[src/rtl/register_machine_execute_top_assert.svh]
// ----------------------------------------------------------------------------
// Register machine execute: assertion macros
// Immediate and next-cycle property checks, empty when SYNTH is defined.
// ----------------------------------------------------------------------------
`ifndef REGISTER_MACHINE_EXECUTE_TOP_ASSERT_SVH
`define REGISTER_MACHINE_EXECUTE_TOP_ASSERT_SVH

`ifndef SYNTH
`define REME_ASSERT_NOW(label, ante, cons) \
    label: assert property (@(posedge i_clk) disable iff (!i_rst_n) (ante) |-> (cons)) \
        else $error("register machine check failed");
`define REME_ASSERT_NEXT(label, ante, cons) \
    label: assert property (@(posedge i_clk) disable iff (!i_rst_n) (ante) |=> (cons)) \
        else $error("register machine check failed");
`else
`define REME_ASSERT_NOW(label, ante, cons)
`define REME_ASSERT_NEXT(label, ante, cons)
`endif

`endif

[src/rtl/reme_pkg.sv]
`timescale 1ns / 1ps
// ----------------------------------------------------------------------------
// Register machine execute package
// Sizes, opcode and status codes, operand use table and divider links.
// ----------------------------------------------------------------------------
package reme_pkg;

    localparam int NUM_REGS  = 16;
    localparam int MEM_WORDS = 32;
    localparam int DATA_W    = 32;
    localparam int PC_W      = 16;
    localparam int IDX_W     = 4;
    localparam int OP_W      = 4;
    localparam int IMM_W     = 15;
    localparam int ST_W      = 3;
    localparam int REG_AW    = $clog2(NUM_REGS);
    localparam int MEM_AW    = $clog2(MEM_WORDS);
    localparam int DIV_CW    = $clog2(DATA_W);

    typedef enum logic [OP_W-1:0] {
        OP_ADD     = 4'd0,
        OP_MUL     = 4'd1,
        OP_SUB     = 4'd2,
        OP_DIV     = 4'd3,
        OP_COPY    = 4'd4,
        OP_IMM     = 4'd5,
        OP_LOAD    = 4'd6,
        OP_STORE   = 4'd7,
        OP_EQ      = 4'd8,
        OP_LT      = 4'd9,
        OP_LE      = 4'd10,
        OP_GT      = 4'd11,
        OP_GE      = 4'd12,
        OP_JMP     = 4'd13,
        OP_JMPZ    = 4'd14,
        OP_UNKNOWN = 4'd15
    } t_op;

    typedef enum logic [ST_W-1:0] {
        ST_OK      = 3'd0,
        ST_DIVZERO = 3'd1,
        ST_RANGE   = 3'd2,
        ST_BADIMM  = 3'd3,
        ST_UNKNOWN = 3'd4
    } t_status;

    typedef struct packed {
        logic use_b;
        logic use_a;
        logic use_d;
    } t_use;

    typedef struct packed {
        logic              start;
        logic [DATA_W-1:0] dividend;
        logic [DATA_W-1:0] divisor;
    } t_div_req;

    typedef struct packed {
        logic              done;
        logic [DATA_W-1:0] quotient;
    } t_div_rsp;

    function automatic t_use op_use(input t_op op);
        t_use u;
        u = '0;
        case (op)
            OP_ADD, OP_MUL, OP_SUB, OP_DIV,
            OP_EQ, OP_LT, OP_LE, OP_GT, OP_GE: u = '{use_b: 1'b1, use_a: 1'b1, use_d: 1'b1};
            OP_COPY, OP_LOAD, OP_STORE, OP_JMPZ: u = '{use_b: 1'b0, use_a: 1'b1, use_d: 1'b1};
            OP_IMM, OP_JMP:                      u = '{use_b: 1'b0, use_a: 1'b0, use_d: 1'b1};
            default:                             u = '0;
        endcase
        return u;
    endfunction

    function automatic logic idx_bad(input logic [IDX_W-1:0] idx);
        return 32'(idx) >= NUM_REGS;
    endfunction

endpackage

[src/rtl/reme_intf.sv]
`timescale 1ns / 1ps
// ----------------------------------------------------------------------------
// Register machine execute channels
// Instruction and result channels with valid/ready handshakes.
// ----------------------------------------------------------------------------
interface reme_in_if;
    logic                             valid;
    logic                             ready;
    logic [reme_pkg::OP_W-1:0]        action;
    logic [reme_pkg::IDX_W-1:0]       dest_index;
    logic [reme_pkg::IDX_W-1:0]       src_a_index;
    logic [reme_pkg::IDX_W-1:0]       src_b_index;
    logic signed [reme_pkg::IMM_W-1:0] immediate;
    logic                             imm_is_register;

    modport source (
        output valid, action, dest_index, src_a_index, src_b_index, immediate,
               imm_is_register,
        input  ready
    );
    modport sink (
        input  valid, action, dest_index, src_a_index, src_b_index, immediate,
               imm_is_register,
        output ready
    );
endinterface

interface reme_out_if;
    logic                               valid;
    logic                               ready;
    logic [reme_pkg::ST_W-1:0]          status;
    logic [reme_pkg::PC_W-1:0]          next_pc;
    logic signed [reme_pkg::DATA_W-1:0] written_value;
    logic                               wrote;

    modport source (
        output valid, status, next_pc, written_value, wrote,
        input  ready
    );
    modport sink (
        input  valid, status, next_pc, written_value, wrote,
        output ready
    );
endinterface

[src/rtl/register_machine_execute_top.sv]
`timescale 1ns / 1ps
// ----------------------------------------------------------------------------
// Register machine execute top
// Executes one decoded three-address instruction per input transaction.
//
// i_in carries one decoded instruction per transaction; o_out returns one
// result transaction (status, next program counter, written value, write
// flag) for each instruction. Registers and data memory live in two
// synchronous RAMs; a valid bit per entry makes unwritten entries read zero.
// Register operands are read one per cycle through the single read port.
// An instruction passes through S_RD_A, S_RD_B, S_EXEC and S_WB before the
// next acceptance; a load adds S_LOAD (one extra data memory read) and a
// divide adds S_DIV, whose length the 32-step divider sets. Instructions
// flagged at decode (unknown opcode, register index out of range) go from
// acceptance straight to S_WB; every result is registered out from S_WB.
// Reset clears the program counter, all valid bits and the output valid flag.
// A result waits in the output register while the receiver stalls; the next
// instruction is accepted and runs until its own result is ready, then holds.
// ----------------------------------------------------------------------------
module register_machine_execute_top (
    input  logic       i_clk,
    input  logic       i_rst_n,
    reme_in_if.sink    i_in,
    reme_out_if.source o_out
);

    typedef enum logic [2:0] {
        S_IDLE,
        S_RD_A,
        S_RD_B,
        S_EXEC,
        S_DIV,
        S_LOAD,
        S_WB
    } t_state;

    t_state                           r_state;
    t_state                           n_exec_state;
    logic [reme_pkg::PC_W-1:0]        r_pc;
    logic [reme_pkg::NUM_REGS-1:0]    r_reg_vld;
    logic [reme_pkg::MEM_WORDS-1:0]   r_mem_vld;

    reme_pkg::t_op                    r_op;
    logic [reme_pkg::IDX_W-1:0]       r_di;
    logic [reme_pkg::IDX_W-1:0]       r_ai;
    logic [reme_pkg::IDX_W-1:0]       r_bi;
    logic [reme_pkg::IMM_W-1:0]       r_imm;
    logic                             r_immreg;
    logic [reme_pkg::DATA_W-1:0]      r_vd;
    logic [reme_pkg::DATA_W-1:0]      r_va;
    logic                             r_div_neg;

    reme_pkg::t_status                r_status;
    logic [reme_pkg::PC_W-1:0]        r_next;
    logic [reme_pkg::DATA_W-1:0]      r_val;
    logic                             r_wrote;

    logic                             r_out_valid;
    reme_pkg::t_status                r_out_status;
    logic [reme_pkg::PC_W-1:0]        r_out_next_pc;
    logic [reme_pkg::DATA_W-1:0]      r_out_value;
    logic                             r_out_wrote;

    reme_pkg::t_op                    n_in_op;
    reme_pkg::t_use                   n_in_use;
    logic                             n_in_bad;
    reme_pkg::t_status                n_status;
    logic [reme_pkg::PC_W-1:0]        n_next;
    logic [reme_pkg::DATA_W-1:0]      n_val;
    logic                             n_wrote;

    logic [reme_pkg::REG_AW-1:0]      reg_raddr;
    logic [reme_pkg::DATA_W-1:0]      reg_rd_raw;
    logic [reme_pkg::DATA_W-1:0]      reg_rd_data;
    logic                             reg_rd_vld;
    logic                             reg_we;
    logic [reme_pkg::DATA_W-1:0]      mem_rd_raw;
    logic [reme_pkg::DATA_W-1:0]      mem_rd_data;
    logic                             mem_we;
    logic                             wb_fire;
    logic                             is_store;
    logic                             addr_ok;
    logic                             jump_ok;
    logic [reme_pkg::DATA_W-1:0]      mag_a;
    logic [reme_pkg::DATA_W-1:0]      mag_b;

    reme_pkg::t_div_req               div_req;
    reme_pkg::t_div_rsp               div_rsp;

    // decode-time checks
    always_comb begin
        n_in_op  = reme_pkg::t_op'(i_in.action);
        n_in_use = reme_pkg::op_use(n_in_op);
        n_in_bad = (n_in_use.use_d && reme_pkg::idx_bad(i_in.dest_index)) ||
                   (n_in_use.use_a && reme_pkg::idx_bad(i_in.src_a_index)) ||
                   (n_in_use.use_b && reme_pkg::idx_bad(i_in.src_b_index));
    end

    // register file read port
    always_comb begin
        case (r_state)
            S_RD_A:  reg_raddr = r_ai[reme_pkg::REG_AW-1:0];
            S_RD_B:  reg_raddr = r_bi[reme_pkg::REG_AW-1:0];
            default: reg_raddr = i_in.dest_index[reme_pkg::REG_AW-1:0];
        endcase
        case (r_state)
            S_RD_A:  reg_rd_vld = r_reg_vld[r_di[reme_pkg::REG_AW-1:0]];
            S_RD_B:  reg_rd_vld = r_reg_vld[r_ai[reme_pkg::REG_AW-1:0]];
            S_EXEC:  reg_rd_vld = r_reg_vld[r_bi[reme_pkg::REG_AW-1:0]];
            default: reg_rd_vld = 1'b0;
        endcase
        reg_rd_data = reg_rd_raw & {reme_pkg::DATA_W{reg_rd_vld}};
        mem_rd_data = mem_rd_raw &
                      {reme_pkg::DATA_W{r_mem_vld[r_va[reme_pkg::MEM_AW-1:0]]}};
    end

    // execute: reg_rd_data holds the second source during S_EXEC
    always_comb begin
        addr_ok = 1'b0;
        jump_ok = (r_vd[reme_pkg::DATA_W-1:reme_pkg::PC_W] == '0);
        mag_a   = r_va[reme_pkg::DATA_W-1] ? (~r_va + 1'b1) : r_va;
        mag_b   = reg_rd_data[reme_pkg::DATA_W-1] ? (~reg_rd_data + 1'b1) : reg_rd_data;
        n_status     = reme_pkg::ST_OK;
        n_next       = r_next;
        n_val        = '0;
        n_wrote      = 1'b0;
        n_exec_state = S_WB;
        case (r_op)
            reme_pkg::OP_ADD: begin
                n_val = r_va + reg_rd_data; n_wrote = 1'b1;
            end
            reme_pkg::OP_MUL: begin
                n_val = r_va * reg_rd_data; n_wrote = 1'b1;
            end
            reme_pkg::OP_SUB: begin
                n_val = r_va - reg_rd_data; n_wrote = 1'b1;
            end
            reme_pkg::OP_DIV: begin
                if (reg_rd_data == '0) begin
                    n_status = reme_pkg::ST_DIVZERO;
                end else begin
                    n_exec_state = S_DIV;
                end
            end
            reme_pkg::OP_COPY: begin
                n_val = r_va; n_wrote = 1'b1;
            end
            reme_pkg::OP_IMM: begin
                if (r_immreg) begin
                    n_status = reme_pkg::ST_BADIMM;
                end else begin
                    n_val   = {{(reme_pkg::DATA_W - reme_pkg::IMM_W){r_imm[reme_pkg::IMM_W-1]}},
                               r_imm};
                    n_wrote = 1'b1;
                end
            end
            reme_pkg::OP_LOAD: begin
                addr_ok = !r_va[reme_pkg::DATA_W-1] && (r_va < 32'(reme_pkg::MEM_WORDS));
                if (!addr_ok) begin
                    n_status = reme_pkg::ST_RANGE;
                end else begin
                    n_exec_state = S_LOAD;
                end
            end
            reme_pkg::OP_STORE: begin
                addr_ok = !r_vd[reme_pkg::DATA_W-1] && (r_vd < 32'(reme_pkg::MEM_WORDS));
                if (!addr_ok) begin
                    n_status = reme_pkg::ST_RANGE;
                end else begin
                    n_val = r_va; n_wrote = 1'b1;
                end
            end
            reme_pkg::OP_EQ: begin
                n_val = {{(reme_pkg::DATA_W-1){1'b0}}, (r_va == reg_rd_data)}; n_wrote = 1'b1;
            end
            reme_pkg::OP_LT: begin
                n_val = {{(reme_pkg::DATA_W-1){1'b0}}, ($signed(r_va) < $signed(reg_rd_data))};
                n_wrote = 1'b1;
            end
            reme_pkg::OP_LE: begin
                n_val = {{(reme_pkg::DATA_W-1){1'b0}}, ($signed(r_va) <= $signed(reg_rd_data))};
                n_wrote = 1'b1;
            end
            reme_pkg::OP_GT: begin
                n_val = {{(reme_pkg::DATA_W-1){1'b0}}, ($signed(r_va) > $signed(reg_rd_data))};
                n_wrote = 1'b1;
            end
            reme_pkg::OP_GE: begin
                n_val = {{(reme_pkg::DATA_W-1){1'b0}}, ($signed(r_va) >= $signed(reg_rd_data))};
                n_wrote = 1'b1;
            end
            reme_pkg::OP_JMP: begin
                if (!jump_ok) begin
                    n_status = reme_pkg::ST_RANGE;
                end else begin
                    n_next = r_vd[reme_pkg::PC_W-1:0];
                end
            end
            reme_pkg::OP_JMPZ: begin
                if (r_va == '0) begin
                    if (!jump_ok) begin
                        n_status = reme_pkg::ST_RANGE;
                    end else begin
                        n_next = r_vd[reme_pkg::PC_W-1:0];
                    end
                end
            end
            default: begin
                n_status = reme_pkg::ST_UNKNOWN;
            end
        endcase
    end

    assign div_req.start    = (r_state == S_EXEC) && (n_exec_state == S_DIV);
    assign div_req.dividend = mag_a;
    assign div_req.divisor  = mag_b;

    assign is_store = (r_op == reme_pkg::OP_STORE);
    assign wb_fire  = (r_state == S_WB) && (!r_out_valid || o_out.ready);
    assign reg_we   = wb_fire && r_wrote && !is_store;
    assign mem_we   = wb_fire && r_wrote && is_store;

    reme_ram #(
        .WIDTH (reme_pkg::DATA_W),
        .DEPTH (reme_pkg::NUM_REGS)
    ) u_reg_ram (
        .i_clk   (i_clk),
        .i_we    (reg_we),
        .i_waddr (r_di[reme_pkg::REG_AW-1:0]),
        .i_wdata (r_val),
        .i_raddr (reg_raddr),
        .o_rdata (reg_rd_raw)
    );

    reme_ram #(
        .WIDTH (reme_pkg::DATA_W),
        .DEPTH (reme_pkg::MEM_WORDS)
    ) u_mem_ram (
        .i_clk   (i_clk),
        .i_we    (mem_we),
        .i_waddr (r_vd[reme_pkg::MEM_AW-1:0]),
        .i_wdata (r_val),
        .i_raddr (r_va[reme_pkg::MEM_AW-1:0]),
        .o_rdata (mem_rd_raw)
    );

    reme_div u_div (
        .i_clk   (i_clk),
        .i_rst_n (i_rst_n),
        .i_req   (div_req),
        .o_rsp   (div_rsp)
    );

    always_ff @(posedge i_clk) begin
        if (!i_rst_n) begin
            r_state     <= S_IDLE;
            r_pc        <= '0;
            r_reg_vld   <= '0;
            r_mem_vld   <= '0;
            r_out_valid <= 1'b0;
        end else begin
            if (o_out.ready) begin
                r_out_valid <= 1'b0;
            end
            case (r_state)
                S_IDLE: begin
                    if (i_in.valid) begin
                        r_op     <= n_in_op;
                        r_di     <= i_in.dest_index;
                        r_ai     <= i_in.src_a_index;
                        r_bi     <= i_in.src_b_index;
                        r_imm    <= i_in.immediate;
                        r_immreg <= i_in.imm_is_register;
                        r_status <= reme_pkg::ST_OK;
                        r_val    <= '0;
                        r_wrote  <= 1'b0;
                        r_next   <= r_pc + 1'b1;
                        if (n_in_op == reme_pkg::OP_UNKNOWN) begin
                            r_status <= reme_pkg::ST_UNKNOWN;
                            r_next   <= r_pc;
                            r_state  <= S_WB;
                        end else if (n_in_bad) begin
                            r_status <= reme_pkg::ST_RANGE;
                            r_state  <= S_WB;
                        end else begin
                            r_state <= S_RD_A;
                        end
                    end
                end
                S_RD_A: begin
                    r_vd    <= reg_rd_data;
                    r_state <= S_RD_B;
                end
                S_RD_B: begin
                    r_va    <= reg_rd_data;
                    r_state <= S_EXEC;
                end
                S_EXEC: begin
                    r_status  <= n_status;
                    r_next    <= n_next;
                    r_val     <= n_val;
                    r_wrote   <= n_wrote;
                    r_div_neg <= r_va[reme_pkg::DATA_W-1] ^ reg_rd_data[reme_pkg::DATA_W-1];
                    r_state   <= n_exec_state;
                end
                S_DIV: begin
                    if (div_rsp.done) begin
                        r_val   <= r_div_neg ? (~div_rsp.quotient + 1'b1) : div_rsp.quotient;
                        r_wrote <= 1'b1;
                        r_state <= S_WB;
                    end
                end
                S_LOAD: begin
                    r_val   <= mem_rd_data;
                    r_wrote <= 1'b1;
                    r_state <= S_WB;
                end
                S_WB: begin
                    if (wb_fire) begin
                        r_out_valid   <= 1'b1;
                        r_out_status  <= r_status;
                        r_out_next_pc <= r_next;
                        r_out_value   <= r_val;
                        r_out_wrote   <= r_wrote;
                        r_pc          <= r_next;
                        if (reg_we) begin
                            r_reg_vld[r_di[reme_pkg::REG_AW-1:0]] <= 1'b1;
                        end
                        if (mem_we) begin
                            r_mem_vld[r_vd[reme_pkg::MEM_AW-1:0]] <= 1'b1;
                        end
                        r_state <= S_IDLE;
                    end
                end
                default: begin
                    r_state <= S_IDLE;
                end
            endcase
        end
    end

    assign i_in.ready          = i_rst_n && (r_state == S_IDLE);
    assign o_out.valid         = r_out_valid;
    assign o_out.status        = r_out_status;
    assign o_out.next_pc       = r_out_next_pc;
    assign o_out.written_value = r_out_value;
    assign o_out.wrote         = r_out_wrote;

`include "register_machine_execute_top_assert.svh"

    `REME_ASSERT_NOW(a_div_done_in_div, div_rsp.done, r_state == S_DIV)
    `REME_ASSERT_NEXT(a_pc_hold, !wb_fire, $stable(r_pc))
    `REME_ASSERT_NOW(a_err_no_write, r_out_valid && (r_out_status != reme_pkg::ST_OK), !r_out_wrote)
    `REME_ASSERT_NOW(a_unknown_pc, r_state == S_WB && r_status == reme_pkg::ST_UNKNOWN, r_next == r_pc)

endmodule

[src/rtl/reme_ram.sv]
`timescale 1ns / 1ps
// ----------------------------------------------------------------------------
// Generic RAM
// One write port, one read port with registered read data.
// ----------------------------------------------------------------------------
module reme_ram #(
    parameter int WIDTH = 32,
    parameter int DEPTH = 16
) (
    input  logic                     i_clk,
    input  logic                     i_we,
    input  logic [$clog2(DEPTH)-1:0] i_waddr,
    input  logic [WIDTH-1:0]         i_wdata,
    input  logic [$clog2(DEPTH)-1:0] i_raddr,
    output logic [WIDTH-1:0]         o_rdata
);

    logic [WIDTH-1:0] r_mem [DEPTH];
    logic [WIDTH-1:0] r_rdata;

    always_ff @(posedge i_clk) begin
        if (i_we) begin
            r_mem[i_waddr] <= i_wdata;
        end
        r_rdata <= r_mem[i_raddr];
    end

    assign o_rdata = r_rdata;

endmodule

[src/rtl/reme_div.sv]
`timescale 1ns / 1ps
// ----------------------------------------------------------------------------
// Register machine divider
// Unsigned restoring divider, one quotient bit per cycle.
// ----------------------------------------------------------------------------
module reme_div (
    input  logic                i_clk,
    input  logic                i_rst_n,
    input  reme_pkg::t_div_req  i_req,
    output reme_pkg::t_div_rsp  o_rsp
);

    logic                            r_busy;
    logic                            r_done;
    logic [reme_pkg::DIV_CW-1:0]     r_cnt;
    logic [reme_pkg::DATA_W-1:0]     r_quo;
    logic [reme_pkg::DATA_W-1:0]     r_rem;
    logic [reme_pkg::DATA_W-1:0]     r_dvs;
    logic [reme_pkg::DATA_W:0]       n_shift;
    logic [reme_pkg::DATA_W:0]       n_diff;
    logic                            n_ge;

    always_comb begin
        n_shift = {r_rem, r_quo[reme_pkg::DATA_W-1]};
        n_diff  = n_shift - {1'b0, r_dvs};
        n_ge    = !n_diff[reme_pkg::DATA_W];
    end

    always_ff @(posedge i_clk) begin
        if (!i_rst_n) begin
            r_busy <= 1'b0;
            r_done <= 1'b0;
            r_cnt  <= '0;
        end else begin
            r_done <= 1'b0;
            if (i_req.start) begin
                r_busy <= 1'b1;
                r_cnt  <= '0;
                r_quo  <= i_req.dividend;
                r_rem  <= '0;
                r_dvs  <= i_req.divisor;
            end else if (r_busy) begin
                r_rem <= n_ge ? n_diff[reme_pkg::DATA_W-1:0] : n_shift[reme_pkg::DATA_W-1:0];
                r_quo <= {r_quo[reme_pkg::DATA_W-2:0], n_ge};
                r_cnt <= r_cnt + 1'b1;
                if (r_cnt == reme_pkg::DIV_CW'(reme_pkg::DATA_W - 1)) begin
                    r_busy <= 1'b0;
                    r_done <= 1'b1;
                end
            end
        end
    end

    assign o_rsp.done     = r_done;
    assign o_rsp.quotient = r_quo;

endmodule
[src/flat_wrapper.sv]
// flat-port wrapper written by rule: the top's interface ports become plain ports
module register_machine_execute_top_flat 
  (i_clk, i_rst_n, i_in_valid, i_in_action, i_in_dest_index, i_in_src_a_index, i_in_src_b_index, i_in_immediate, i_in_imm_is_register, i_in_ready, o_out_valid, o_out_status, o_out_next_pc, o_out_written_value, o_out_wrote, o_out_ready);
  reme_in_if i_in_i ();
  reme_out_if o_out_i ();
  input  logic i_clk;
  input  logic i_rst_n;
  input wire logic [$bits(i_in_i.valid)-1:0] i_in_valid;
  input wire logic [$bits(i_in_i.action)-1:0] i_in_action;
  input wire logic [$bits(i_in_i.dest_index)-1:0] i_in_dest_index;
  input wire logic [$bits(i_in_i.src_a_index)-1:0] i_in_src_a_index;
  input wire logic [$bits(i_in_i.src_b_index)-1:0] i_in_src_b_index;
  input wire logic [$bits(i_in_i.immediate)-1:0] i_in_immediate;
  input wire logic [$bits(i_in_i.imm_is_register)-1:0] i_in_imm_is_register;
  output wire logic [$bits(i_in_i.ready)-1:0] i_in_ready;
  output wire logic [$bits(o_out_i.valid)-1:0] o_out_valid;
  output wire logic [$bits(o_out_i.status)-1:0] o_out_status;
  output wire logic [$bits(o_out_i.next_pc)-1:0] o_out_next_pc;
  output wire logic [$bits(o_out_i.written_value)-1:0] o_out_written_value;
  output wire logic [$bits(o_out_i.wrote)-1:0] o_out_wrote;
  input wire logic [$bits(o_out_i.ready)-1:0] o_out_ready;
  assign i_in_i.valid = i_in_valid;
  assign i_in_i.action = i_in_action;
  assign i_in_i.dest_index = i_in_dest_index;
  assign i_in_i.src_a_index = i_in_src_a_index;
  assign i_in_i.src_b_index = i_in_src_b_index;
  assign i_in_i.immediate = i_in_immediate;
  assign i_in_i.imm_is_register = i_in_imm_is_register;
  assign i_in_ready = i_in_i.ready;
  assign o_out_valid = o_out_i.valid;
  assign o_out_status = o_out_i.status;
  assign o_out_next_pc = o_out_i.next_pc;
  assign o_out_written_value = o_out_i.written_value;
  assign o_out_wrote = o_out_i.wrote;
  assign o_out_i.ready = o_out_ready;
  register_machine_execute_top u_core (.i_clk(i_clk), .i_rst_n(i_rst_n), .i_in(i_in_i), .o_out(o_out_i));
endmodule
[config.mk]
export PLATFORM = sky130hd
export DESIGN_NAME = register_machine_execute_top_flat
export DESIGN_NICKNAME = d
export VERILOG_FILES = /design/src/rtl/reme_pkg.sv /design/src/rtl/reme_intf.sv /design/src/rtl/register_machine_execute_top.sv /design/src/rtl/reme_ram.sv /design/src/rtl/reme_div.sv /design/src/flat_wrapper.sv
export VERILOG_INCLUDE_DIRS = /design/src /design/src/rtl
export SDC_FILE = /design/constraint.sdc
export NUM_CORES = 2
export LEC_CHECK = 0
export BUFFER_PORTS_ARGS = -buffer_cell sky130_fd_sc_hd__buf_2
export CAP_MARGIN = 20
export CELL_PAD_IN_SITES_DETAIL_PLACEMENT = 0
export CELL_PAD_IN_SITES_GLOBAL_PLACEMENT = 1
export CORE_ASPECT_RATIO = 0.6
export CORE_MARGIN = 2
export CORE_UTILIZATION = 42
export DETAILED_ROUTE_END_ITERATION = 10
export PLACE_DENSITY = 0.68
export SLEW_MARGIN = 20
export SYNTH_ARGS = -nofsm -noshare
export SYNTH_HDL_FRONTEND = slang
export SYNTH_SLANG_ARGS = --single-unit
[constraint.sdc]
create_clock -name i_clk -period 25 [get_ports i_clk]
set_input_delay 2.5 -clock i_clk [delete_from_list [all_inputs] [get_ports i_clk]]
set_output_delay 2.5 -clock i_clk [all_outputs]
set_load 0.02 [all_outputs]
==> results.sh <==
export IMPL_syn_cell_area_sq_um=98200
export IMPL_cts_setup_buffers=0
export IMPL_h_tree_depth=4
export IMPL_synth_mux_area_share_pct=11.4
export IMPL_synth_net_count=7430
export IMPL_regToRegEndpoint="u_core.r_val[30]$_DFFE_PP_"
export IMPL_synthTopCellsByArea="edfxtp_1, fa_1, mux4_2"
export IMPL_hpwl_microns=222000
export IMPL_holdPathStages=0
export IMPL_num_vias=61100
export IMPL_drtIter0Drc=10000
export IMPL_cp_arrival_ns=12.43
export IMPL_tritoncts="built"
export IMPL_drc=0
export IMPL_die_w_microns=628
export IMPL_synth_seq_area_share_pct=58.9
export IMPL_syn_area_per_cell_sq_um=14.5
export IMPL_synth_edf_count=1833
export IMPL_cts_hold_buf=0
export IMPL_hold_viol_final=0
export IMPL_synth_simple_area_share_pct=6.63
export IMPL_clockBufferDepth=4
export IMPL_synthToLayoutAreaGrowth_pct=11.4
export IMPL_layout_nets=7523
export IMPL_min_from="u_core.r_status[1]$_SDFFCE_PN0P_"
export IMPL_reg2reg_slack_ns=13.13
export IMPL_cts_buffers=188
export IMPL_regArea_sq_um=57800
export IMPL_drt_wirelength_per_cell_microns=32.8
export IMPL_first_global_vias=57600
export IMPL_pre_cts_slack_ns=13.39
export IMPL_multi_input_area_sq_um=37500
export IMPL_synth_adder_area_share_pct=11.3
export IMPL_nFillCells=20100
export IMPL_comb_power_share_pct=10.7
export IMPL_worst_slack_ns=13.13
export IMPL_cts_resized=0
export IMPL_cap_violations=0
export IMPL_synth_top_cell_by_area="edfxtp_1"
export IMPL_die_h_microns=379
export IMPL_synth_xor_area_share_pct=2.11
export IMPL_pin_count=90
export IMPL_worst_slew_pin_slew_ns=1.14
export IMPL_ys_warn_count=0
export IMPL_synthFlopType="edfxtp_1"
export IMPL_crit_type="reg -> reg"
export IMPL_core_rowCount=137
export IMPL_switchingPower_mw=1.91
export IMPL_clk_latency_ns=0.90
export IMPL_finClkSkew_ns=0.118
export IMPL_routed_wl_microns=333000
export IMPL_cpPeakStageDelay_ns=0.81
export IMPL_start_kind="flip-flop"
export IMPL_utilization_pct=47.1
export IMPL_critPathRequiredTime_ns=25.57
export IMPL_p_sw_share_pct=25.8
export IMPL_p_per_area_nw_per_um2=67.4
export IMPL_grt_usage_pct=27.6
export IMPL_power_share_sequential_pct=50.0
export IMPL_initial_core_util_pct=42.3
export IMPL_grt_pass1_wl_microns=460000
export IMPL_hold_path_class="reg -> reg"
export IMPL_rr_worst_depth=33
export IMPL_final_antenna_net_count=0
export IMPL_synth_top_family_by_area="multiplexers"
export IMPL_intPower_mw=5.47
export IMPL_synth_seq_cells=1972
export IMPL_coreArea_sq_um=232000
export IMPL_synth_top_area_share_pct=56.0
export IMPL_die_area_sq_um=238000
export IMPL_synthArstFlopShare_pct=0
export IMPL_place_gp_congestion=0.987
export IMPL_drive_gt1_share_pct=17.1
export IMPL_max_slew_margin_rel_pct=24.2
export IMPL_crit_fanout=80
export IMPL_finalCritPeriodShare_pct=47.5
export IMPL_fin_area_sq_um=109000
export IMPL_synth_distinct_cells=75
export IMPL_vdd_drop_max_mv=0.0586
export IMPL_rsz0062_at_grt="no"
export IMPL_finalCriticalPeriod_ns=11.87
export IMPL_slowest_stage="nor2_4"
export IMPL_synthCells=6751
export IMPL_drtPass1Iterations=8
export IMPL_grt_max_degree=188
export IMPL_min_to="u_core.o_out.status[1]$_DFFE_PP_"
export IMPL_fmax_mhz=84.3
export IMPL_setup_violations=0
export IMPL_via_per_inst=6.03
export IMPL_tns_ns=0
export IMPL_critPathMostFrequentCell="fa_1"
export IMPL_clk_pin_slew_ns=0.07
export IMPL_place_area_sq_um=103000
export IMPL_portBuffers=89
export IMPL_clock_root_buffer="clkbuf_16"
export IMPL_synth_compound_area_share_pct=6.12
export IMPL_power_leakage_nw=39.3
export IMPL_reg2reg_from="u_core.r_state[1]$_SDFFE_PN0P_"
export IMPL_antenna_found_initial=48
export IMPL_pwr_share_clk_pct=39.3
export IMPL_worstSetupEndpointType="flip-flop"
export IMPL_finalMaxSlewViolations=0
export IMPL_cts_sinks=1972
export IMPL_grt_overflow=0
export IMPL_status="complete, no violations"
## placed cells by master (no fill, tap or decap), types with 145 or more instances in the layout
master / instances
nor2_1: 305
fa_1: 411
clkbuf_16: 193
xnor2_1: 145
and3_1: 269
edfxtp_1: 1833
inv_1: 495
mux2_2: 161
nand2_1: 509
ha_1: 232
mux4_2: 345
mux2i_1: 165
o21ai_0: 218
a21oi_1: 224
buf_4: 218
## cell usage after synthesis, types with 35 or more instances
cell and number:
and2_1 35, dfxtp_1 139, mux2i_1 165, nor3_1 42
and3_1 269, a21o_1 37, nor2_1 354, nand2_1 509
a21oi_1 224, ha_1 232, a211oi_1 116, o21a_1 73
edfxtp_1 1833, xor2_1 91, mux2_2 161, inv_1 496
o21ai_0 219, o31ai_1 36, mux4_2 345, clkbuf_1 361
xnor2_1 146, buf_1 40, fa_1 411
## worst max-delay path by stage
stage	endpoint	slack [ns]	from
floorplan	u_core.r_val[30]$_DFFE_PP_	15.73	u_core.r_bi[0]$_DFFE_PP_
global placement	u_core.r_val[26]$_DFFE_PP_	13.62	u_core.r_state[1]$_SDFFE_PN0P_
detailed placement	u_core.r_val[26]$_DFFE_PP_	13.39	u_core.r_state[1]$_SDFFE_PN0P_
CTS	u_core.r_val[26]$_DFFE_PP_	13.41	u_core.r_state[1]$_SDFFE_PN0P_
global route	u_core.r_val[26]$_DFFE_PP_	12.78	u_core.r_state[1]$_SDFFE_PN0P_
finish	u_core.r_val[30]$_DFFE_PP_	13.13	u_core.r_state[1]$_SDFFE_PN0P_
## registers in the layout, indices dropped and copies added, names as in the netlist, 15 cells and up
register / cells
u_core.u_mem_ram.r_mem: 1024
u_core.u_reg_ram.r_mem: 512
u_core.o_out.written_value: 32
u_core.r_mem_vld: 32
u_core.r_va: 32
u_core.r_val: 32
u_core.r_vd: 32
u_core.u_div.r_dvs: 32
u_core.u_div.r_quo: 32
u_core.u_div.r_rem: 32
u_core.u_mem_ram.o_rdata: 32
u_core.u_reg_ram.o_rdata: 32
u_core.o_out.next_pc: 16
u_core.r_next: 16
u_core.r_pc: 16
u_core.r_reg_vld: 16
u_core.r_imm: 15
## worst max-delay path: cells and delay by family, from the launching register on
family	cells	cell delay (ns)
XOR/XNOR	1	0.17
AND/OR/NAND/NOR	5	1.67
buffers and inverters	8	2.28
AO/OA/AOI/OAI	9	3.16
flip-flops	1	0.31
adder cells (fa/ha/maj)	10	3.87
## power by group through the flow
| stage | Combinational (mW) | Clock [mW] | Sequential (mW) |
|---|---|---|---|
| after floorplan | 0.377 | 0 | 3.76 |
| after global placement | 0.763 | 0 | 3.76 |
| after detailed placement | 0.768 | 0 | 3.76 |
| after CTS | 0.769 | 2.94 | 3.69 |
| after global routing | 0.816 | 3.07 | 3.69 |
| final | 0.790 | 2.90 | 3.69 |
## cells by family after synthesis
| kind of cell | count (synthesis) |
|---|---|
| mux | 671 |
| buf+inv | 909 |
| flops | 1972 |
| compound gates | 927 |
| simple gates | 1392 |
| xor+xnor | 237 |
| fa+ha+maj | 643 |
## routing by layer
layer / wire (microns) / up-vias / GRT usage (%)
li1: - / 25200 / -
met1: 150000 / 31700 / 43.4
met2: 124000 / 3890 / 34.6
met3: 51500 / 384 / 11.9
met4: 6690 / 8 / 5.50
met5: 63 / - / 0
## final cells by class
class                   instances  area share (%)
clock buffers                 251            4.84
diodes                         15          0.0343
well taps                    3127            3.58
multi-input cells            3870            34.3
clock inverters                88           0.754
flip-flops and latches       1972            52.8
inverters                     500            1.72
repair buffers                312            1.97
## metrics by stage
step	hold slack (ns)	cells	power [mW]
finish	0.398	10100	7.38
detailed placement	0.412	9779	4.53
CTS	0.406	10100	7.40
global route	0.408	10100	7.57
global placement	0.405	9779	4.52
floorplan	0.400	6751	4.14
(Power assumes the default switching activity.)
